[src/sv/fcm_pkg.sv]
// Shared types, codes and widths for the FIR convolution multiply-accumulate block.
package fcm_pkg;

    localparam int MAX_TAPS_DEF    = 1024;
    localparam int SAMPLE_BITS_DEF = 16;

    localparam int KIND_W = 2;
    localparam int IDX_W  = 10;
    localparam int VAL_W  = 16;
    localparam int CFG_W  = 11;
    localparam int OUT_W  = 48;

    localparam logic [KIND_W-1:0] KIND_LOAD   = 2'd0;
    localparam logic [KIND_W-1:0] KIND_SAMPLE = 2'd1;
    localparam logic [KIND_W-1:0] KIND_CLEAR  = 2'd2;

    typedef enum logic [1:0] {
        ST_IDLE,
        ST_RUN,
        ST_DRAIN
    } t_fcm_state;

    typedef struct packed {
        logic clear;
        logic vld;
        logic live;
    } t_mac_ctl;

endpackage

[src/sv/fcm_mac_unit.sv]
// Shared multiply-accumulate unit: one registered product and one accumulator.
module fcm_mac_unit #(
    parameter int SAMPLE_W = fcm_pkg::VAL_W
) (
    input  logic                                i_clk,
    input  logic                                i_rst_n,
    input  fcm_pkg::t_mac_ctl                   i_ctl,
    input  logic signed [fcm_pkg::VAL_W-1:0]    i_tap,
    input  logic signed [SAMPLE_W-1:0]          i_sample,
    output logic signed [fcm_pkg::OUT_W-1:0]    o_acc,
    output logic                                o_busy
);
    import fcm_pkg::*;

    localparam int PW = VAL_W + SAMPLE_W;

    logic                    r_p_vld;
    logic signed [PW-1:0]    r_prod;
    logic signed [OUT_W-1:0] r_acc;

    always_ff @(posedge i_clk) begin
        if (!i_rst_n) begin
            r_p_vld <= 1'b0;
        end else begin
            r_p_vld <= i_ctl.vld;
        end
    end

    always_ff @(posedge i_clk) begin
        if (i_ctl.live) begin
            r_prod <= i_tap * i_sample;
        end else begin
            r_prod <= '0;
        end
        if (i_ctl.clear) begin
            r_acc <= '0;
        end else if (r_p_vld) begin
            r_acc <= r_acc + OUT_W'(r_prod);
        end
    end

    assign o_acc  = r_acc;
    assign o_busy = r_p_vld;

endmodule

[config.mk]
export PLATFORM = sky130hd
export DESIGN_NAME = fcm_mac_unit
export DESIGN_NICKNAME = d
export VERILOG_FILES = /design/src/sv/fcm_pkg.sv /design/src/sv/fcm_mac_unit.sv
export SDC_FILE = /design/constraint.sdc
export NUM_CORES = 1
export LEC_CHECK = 0
export BUFFER_PORTS_ARGS = -buffer_cell sky130_fd_sc_hd__buf_4
export CORE_MARGIN = 3
export CORE_UTILIZATION = 64
export CTS_BUF_LIST = sky130_fd_sc_hd__clkbuf_4 sky130_fd_sc_hd__clkbuf_8 sky130_fd_sc_hd__clkbuf_16
export CTS_CLUSTER_DIAMETER = 60
export DETAILED_ROUTE_END_ITERATION = 7
export PLACE_DENSITY_LB_ADDON = 0.08
export SYNTH_ARGS = -nofsm -noshare
export SYNTH_HDL_FRONTEND = slang
export SYNTH_SLANG_ARGS = --single-unit
[constraint.sdc]
create_clock -name i_clk -period 7 [get_ports i_clk]
set_input_delay 0 -clock i_clk [delete_from_list [all_inputs] [get_ports i_clk]]
set_output_delay 0 -clock i_clk [all_outputs]
set_load 0.005 [all_outputs]
==> PnR_summary.wiki, run 1 <==
{| class="wikitable"
! Metric !! Value
|-
| Post-Synthesis Mean Instance Area || 8.84 um2
|-
| Startpoint of the most critical register-to-register path || o_acc[0]
|-
| CP Class || input pin to register
|-
| Htree depth || 3
|-
| Post-Route M1 WL || 15400 um
|-
| Area delta synth->final || 7.69%
|-
| Setup fix buffers added after clock tree synthesis || 0
|-
| Data arrival time of the critical path || 6.12 ns
|-
| Detailed-route DRC error count || 0
|-
| Mean routed wirelength per cell || 17.5 um
|-
| Die boundary height || 159 um
|-
| Starting Density || 65.8%
|-
| Required time reported for the critical path endpoint || 7.22 ns
|-
| Uppermost layer routed || met4
|-
| Yosys top cell by area || sky130_fd_sc_hd__fa_1
|-
| Unrepaired setup endpoints after global routing || false
|-
| First-iteration detailed-routing DRC count || 708
|-
| Count of unique library cells instantiated by Yosys || 74
|-
| N_diodes || 0
|-
| Status || completed
|-
| Fraction of the yosys area taken by sequential cells || 10.8%
|-
| Number of hold-slack violations in the final timing report || 0
|-
| Drt via density || 5.57
|-
| Count of port buffers added during placement || 85
|-
| Worst-case register-to-register setup slack || 3.54 ns
|-
| Summed negative setup slack over all endpoints || 0 ns
|-
| Via count of the first global-routing pass || 11999
|-
| Synthesis-stage register bit count || 81
|-
| Startpoint class of the critical path || input pin
|-
| Number of ports placed on the die boundary || 86
|-
| Post-Synthesis Cell Area || 0.0150 mm2
|-
| Final critical-path required period || 5.90 ns
|-
| Ratio of cells with drive above 1 in the final layout || 7.56%
|-
| CTS tree || built
|-
| First-pass iteration count of the detailed router || 8
|-
| Clock-pin slew of the registers on the worst-case setup and hold paths || 0.07 ns
|-
| Via count || 11480
|-
| GRT Residual Overflow || 0
|-
| Cell Chain, Critical Path || buf_4, nand2_1, inv_1, fa_1, fa_1, inv_1, fa_1, fa_1, inv_1, fa_1, inv_1, fa_1, inv_1, ha_1, and2_1, nand3_1, nor2_1, a31oi_1, nor3_1, a311oi_1, a2111oi_0
|-
| EDFF count, synth || 0
|-
| Total cell area at the placement stage || 0.0159 mm2
|-
| Number of sinks handled by clock tree synthesis || 81
|-
| Worst hold-check path type || input pin to register
|-
| Worst Max-Slew Pin Slew || 0.911 ns
|-
| Critical path capture point type || register
|-
| Critical Path Slowest Stage Cell || sky130_fd_sc_hd__fa_1
|-
| Post-route clock period utilization || 84.3%
|-
| Total of max-cap violations || 0
|-
| Final HPWL DP || 29700 um
|-
| Cell repeated most along the worst path || sky130_fd_sc_hd__fa_1
|-
| Final antenna-violating net count || 0
|-
| Area of the die || 0.0254 mm2
|-
| Maximum number of pins on one net before global-route repair || 53
|-
| Max clock buf depth || 2
|-
| Initial antenna violation count || 0
|-
| Synth warnings || 0
|-
| Fmax || 169 MHz
|-
| Number of CTS-inserted buffers || 9
|-
| Net count of the finished layout || 2171
|-
| Setup violation total in the final timing report || 0
|-
| Worst-path maximum fanout || 16
|-
| Clock latency on the worst-skew pair || 0.35 ns
|-
| Horizontal die dimension || 159 um
|-
| CP startpoint || i_tap[15]
|-
| Max Transition Viols Final || 0
|-
| Worst setup timing slack at the placement stage || 0.754 ns
|-
| FFs w/ async S/R, synth || 0%
|-
| End of the worst register-to-register path || o_acc[34]
|-
| Cell row count || 55
|-
| Largest cells by area after synthesis || sky130_fd_sc_hd__fa_1 (35%), sky130_fd_sc_hd__dfxtp_1 (11%), sky130_fd_sc_hd__ha_1 (11%), sky130_fd_sc_hd__inv_1 (8.4%), sky130_fd_sc_hd__and2_1 (6.3%)
|-
| Final design instance area without fill || 0.0162 mm2
|-
| Global-route wire length before repair || 60500 um
|-
| Post-Syn Nets || 2129
|-
| Worst setup path endpoint || r_prod[29]
|-
| Hold path startpoint || i_ctl[0]
|-
| Share of the synthesized area in the top cell type || 35.0%
|-
| Post-Syn Instances || 1700
|-
| Post-route worst hold slack || 0.0190 ns
|-
| Global routing usage summed across all routing layers || 29.3%
|-
| Routability Congestion || 0.924
|-
| Total length of routed met3 wires || 2700 um
|-
| Path depth of the worst reg2reg path || 13
|-
| Slew margin rel. || 39.2%
|-
| Fin Clk Skew || 0.0103 ns
|-
| Clock root buffer master || sky130_fd_sc_hd__clkbuf_16
|-
| Critical Path Max Stage Delay || 0.81 ns
|-
| Met2 WL post-DR || 16600 um
|-
| Total Wirelength || 36100 um
|-
| Final setup margin || 1.10 ns
|-
| Area of the core || 0.0228 mm2
|-
| Dominant register cell in the synthesized netlist || sky130_fd_sc_hd__dfxtp_1
|}
==> kinds of logic (layout without fill, tap and decap cells) <==
kind of cell | count (synthesis) | count (layout) | synth area share, %
compound gates | 247 | 247 | 11.5
flops | 81 | 81 | 10.8
fa+ha+maj | 392 | 392 | 45.8
simple gates | 484 | 484 | 16.0
buf+inv | 395 | 442 | 9.90
mux | 27 | 27 | 1.80
xor+xnor | 74 | 74 | 4.31
==> cells in the mapped netlist, types with 3 or more instances <==
library cell               number
sky130_fd_sc_hd__o21bai_1      15
sky130_fd_sc_hd__nand3_1       15
sky130_fd_sc_hd__ha_1         129
sky130_fd_sc_hd__nand2b_1      14
sky130_fd_sc_hd__fa_1         263
sky130_fd_sc_hd__o21ai_1        7
sky130_fd_sc_hd__a21oi_1       74
sky130_fd_sc_hd__a31oi_1        8
sky130_fd_sc_hd__a31o_2         3
sky130_fd_sc_hd__xor2_1        19
sky130_fd_sc_hd__o21a_1        14
sky130_fd_sc_hd__nor3_1        10
sky130_fd_sc_hd__nor2_1        89
sky130_fd_sc_hd__a21o_1        41
sky130_fd_sc_hd__o21ai_0       26
sky130_fd_sc_hd__nand4_1       10
sky130_fd_sc_hd__clkbuf_1      54
sky130_fd_sc_hd__o211ai_1       6
sky130_fd_sc_hd__nand2_1      164
sky130_fd_sc_hd__and3_1         7
sky130_fd_sc_hd__buf_2          4
sky130_fd_sc_hd__xnor2_1       55
sky130_fd_sc_hd__o22ai_1        4
sky130_fd_sc_hd__or3_1          3
sky130_fd_sc_hd__inv_1        336
sky130_fd_sc_hd__mux2i_1       27
sky130_fd_sc_hd__and2_1       151
sky130_fd_sc_hd__nor2b_1        4
sky130_fd_sc_hd__dfxtp_1       81
sky130_fd_sc_hd__o31a_1         3
sky130_fd_sc_hd__a211oi_1      10
==> worst min-delay path by stage <==
stage / to / slack (ns) / cells after the start
6_report: r_prod[29] / 0.02 / 3
3_5_place_dp: o_busy / 0.21 / 2
5_1_grt: r_prod[0] / 0.05 / 2
2_1_floorplan: r_prod[29] / 0.12 / 2
3_3_place_gp: o_busy / 0.21 / 2
4_1_cts: r_prod[29] / 0.01 / 3
==> critical path: cells and delay by family <==
family	cells	cell delay (ns)
adders and majority gates	7	3.77
and+or+nand+nor	5	1.11
buffers and inverters	6	0.57
AOI/OAI and AO/OA	3	0.69
==> registers in the layout, indices dropped and copies added, names as in the netlist <==
register  flops
r_prod       32
o_busy        1
o_acc        48
==> final cells by class <==
type / count / area, um2
well taps: 313 / 392
flip-flops and latches: 81 / 1620
repair buffers: 90 / 681
fillers: 1892 / 6660
multi-input cells: 1224 / 11900
inverters: 336 / 1260
clock buffers: 9 / 225
clock inverters: 7 / 83.8
==> stage by stage <==
| stage | utilization, % | cells |
|---|---|---|
| floorplan | - | 1700 |
| global placement | 69.4 | 2042 |
| detailed placement | 69.4 | 2042 |
| CTS | 70.8 | 2060 |
| global route | 70.8 | 2060 |
| finish | 70.8 | 2060 |
==> metal layers <==
metal	global-route usage (%)	up-vias
met5	0	-
met4	10.7	0
met3	6.11	86
met2	47.6	422
met1	39.3	5579
li1	-	5393
==> cell usage in the layout (no fill, tap or decap), types with 55 or more instances in the layout <==
cell and instances:
sky130_fd_sc_hd__inv_1 336, sky130_fd_sc_hd__and2_1 151, sky130_fd_sc_hd__ha_1 129, sky130_fd_sc_hd__nor2_1 89, sky130_fd_sc_hd__nand2_1 164, sky130_fd_sc_hd__a21oi_1 74
sky130_fd_sc_hd__dfxtp_1 80, sky130_fd_sc_hd__fa_1 263, sky130_fd_sc_hd__xnor2_1 55, sky130_fd_sc_hd__buf_4 88
==> timing repair <==
item,4_1_cts,5_1_grt
endpoints found under the setup margin,0,0
gates resized for setup,0,0
hold buffers,2,0
hold endpoints to repair,1,0
Power of run 1 is left out: the tool's default activity adds up to more than one toggle a clock period on the data nets, which glitch-free logic cannot reach.
==> inputs of run 2 (changes only) <==
- CORE_UTILIZATION: 64 -> 58
- clock period: 7 -> 5.43 ns (I/O delays scaled with it)
==> PnR_summary.wiki, run 2 (synthesis results as in run 1) <==
{| class="wikitable"
! Metric !! Value
|-
| GRT Residual Overflow || 0
|-
| Cell repeated most along the worst path || sky130_fd_sc_hd__fa_1
|-
| Total of max-cap violations || 0
|-
| Cell row count || 58
|-
| Max Transition Viols Final || 0
|-
| Clock-pin slew of the registers on the worst-case setup and hold paths || 0.06 ns
|-
| Final critical-path required period || 5.28 ns
|-
| Worst Max-Slew Pin Slew || 0.752 ns
|-
| First-iteration detailed-routing DRC count || 772
|-
| Drt via density || 5.29
|-
| Slew margin rel. || 49.8%
|-
| Summed negative setup slack over all endpoints || 0 ns
|-
| N_diodes || 0
|-
| Global routing usage summed across all routing layers || 25.0%
|-
| Number of sinks handled by clock tree synthesis || 81
|-
| Starting Density || 59.3%
|-
| Worst hold path cell count || 3
|-
| Fmax || 189 MHz
|-
| Final HPWL DP || 29200 um
|-
| Post-route clock period utilization || 97.3%
|-
| Htree depth || 3
|-
| Worst-path maximum fanout || 7
|-
| Area of the die || 0.0279 mm2
|-
| Detailed-route DRC error count || 0
|-
| Area of all sequential standard cells || 0.00162 mm2
|-
| Most common cell after layout, fill and taps aside || sky130_fd_sc_hd__inv_1
|-
| Max reg flops || 48
|-
| Fin Clk Skew || 0.00762 ns
|-
| Clock latency on the worst-skew pair || 0.34 ns
|-
| Total Wirelength || 34000 um
|-
| Multi-input gate area || 0.0121 mm2
|-
| Critical path capture point type || register
|-
| Mean routed wirelength per cell || 15.5 um
|-
| Data arrival time of the critical path || 5.51 ns
|-
| Horizontal die dimension || 167 um
|-
| Max clock buf depth || 2
|-
| Via count || 11600
|-
| Final setup margin || 0.146 ns
|-
| Buffers & Inverters on Critical Path || 6
|-
| Worst setup timing slack at the placement stage || -0.351 ns
|-
| CP Class || input pin to register
|-
| Uppermost layer routed || met4
|-
| Area of the core || 0.0253 mm2
|-
| End of the worst register-to-register path || o_acc[34]
|-
| Worst-case register-to-register setup slack || 2.07 ns
|-
| Status || completed
|-
| Unrepaired setup endpoints after global routing || true
|-
| Net count of the finished layout || 2288
|-
| Final antenna-violating net count || 0
|-
| Post-Place Cells || 2174
|-
| Critical Path Slowest Stage Cell || sky130_fd_sc_hd__fa_1
|-
| Path depth of the worst reg2reg path || 13
|-
| Startpoint of the most critical register-to-register path || o_acc[0]
|-
| Kind of cell adding the most delay to the critical path || adder cells
|-
| Hold path startpoint || i_ctl[0]
|-
| Total length of routed met3 wires || 1450 um
|-
| Number of hold-slack violations in the final timing report || 0
|-
| Number of ports placed on the die boundary || 86
|-
| Initial antenna violation count || 0
|-
| Maximum number of pins on one net before global-route repair || 53
|-
| Number of CTS-inserted buffers || 9
|-
| Setup violation total in the final timing report || 0
|-
| Cell Chain, Critical Path || buf_4, and2_1, fa_1, inv_1, fa_1, fa_1, fa_1, inv_1, fa_1, inv_1, fa_1, inv_2, ha_4, and3_4, and3_4, a41oi_2, and4b_2, o41ai_4, buf_4, a2111oi_4, o21bai_2, a21boi_2, xnor2_1, and2_1
|-
| Startpoint class of the critical path || input pin
|-
| Clock root buffer master || sky130_fd_sc_hd__clkbuf_16
|-
| CTS tree || built
|-
| Hold worst-path end || r_prod[29]
|-
| Via count of the first global-routing pass || 12109
|-
| Routability Congestion || 0.910
|-
| First-pass iteration count of the detailed router || 6
|-
| Critical Path Max Stage Delay || 0.54 ns
|-
| Count of port buffers added during placement || 85
|-
| Highest-count cells in the layout ignoring fill and taps || sky130_fd_sc_hd__inv_1 (332), sky130_fd_sc_hd__fa_1 (256), sky130_fd_sc_hd__buf_4 (199), sky130_fd_sc_hd__nand2_1 (163), sky130_fd_sc_hd__and2_1 (148)
|-
| Ratio of cells with drive above 1 in the final layout || 15.0%
|-
| Global-route wire length before repair || 58700 um
|-
| Post-route worst hold slack || 0.0381 ns
|-
| Worst hold-check path type || input pin to register
|-
| Area delta synth->final || 15.1%
|-
| Met2 WL post-DR || 16000 um
|-
| Post-Layout Cell Count || 2194
|-
| Die boundary height || 167 um
|-
| Final-layout fill cell count || 2095
|-
| Required time reported for the critical path endpoint || 5.66 ns
|-
| Post-Route M1 WL || 16000 um
|}
==> run 2: changes by cell type in the layout (fill, tap and decap cells not counted), sizes merged <==
cell | before | now
buf | 88 | 204
inv | 340 | 336
clkinvlp | 0 | 3
clkbuf | 9 | 11
bufinv | 1 | 2
clkinv | 2 | 1
==> run 2: worst max path at each step <==
stage	from	endpoint	slack [ns]	cells past startpoint
floorplan	i_sample[7]	r_prod[31]	-0.02	24
global placement	i_tap[7]	r_prod[24]	-0.24	24
detailed placement	i_sample[4]	r_prod[24]	-0.35	24
CTS	i_sample[4]	r_prod[24]	0.01	24
global route	i_sample[4]	r_prod[24]	-0.05	24
finish	i_tap[5]	r_prod[24]	0.15	24
==> run 2: layout make-up <==
class                           count  share of cell area (%)
Clock inverter                      6                   0.528
Inverter                          336                    7.29
Sequential cell                    81                    9.38
Multi-Input combinational cell   1224                    69.7
Tap cell                          330                    2.39
Clock buffer                       10                    1.38
Timing Repair Buffer              207                    9.32
==> run 2: worst reg2reg max path: stages, from the launching register on <==
cell and delay, ns:
sky130_fd_sc_hd__dfxtp_1 0.35, sky130_fd_sc_hd__ha_1 0.18, sky130_fd_sc_hd__inv_1 0.06, sky130_fd_sc_hd__fa_1 0.40, sky130_fd_sc_hd__nor2b_1 0.17, sky130_fd_sc_hd__o31a_1 0.24, sky130_fd_sc_hd__o211ai_2 0.18, sky130_fd_sc_hd__a2111oi_4 0.51
sky130_fd_sc_hd__nor2_2 0.09, sky130_fd_sc_hd__o21ai_2 0.23, sky130_fd_sc_hd__a22oi_2 0.11, sky130_fd_sc_hd__a311oi_2 0.35, sky130_fd_sc_hd__mux2i_1 0.23, sky130_fd_sc_hd__o311ai_1 0.11
==> run 2: through the flow <==
step	util, %	instance area (um2)
final	68.3	17300
after floorplan	-	15100
after global placement	66.3	16800
after detailed placement	66.3	16800
after global routing	68.3	17300
after CTS	67.7	17100
==> run 2: repair_timing <==
item	4_1_cts	5_1_grt
endpoints found under the setup margin	0	9
setup buffers	0	1
gates resized for setup	0	31
hold buffers	2	0
hold endpoints to repair	1	0
==> run 2: metal layers <==
| layer | vias to the layer above | global-route usage, % |
|---|---|---|
| li1 | 5635 | - |
| met1 | 5657 | 35.9 |
| met2 | 278 | 42.3 |
| met3 | 30 | 1.99 |
| met4 | 0 | 5.02 |
| met5 | - | 0 |
Power of run 2 is left out for the same reason.
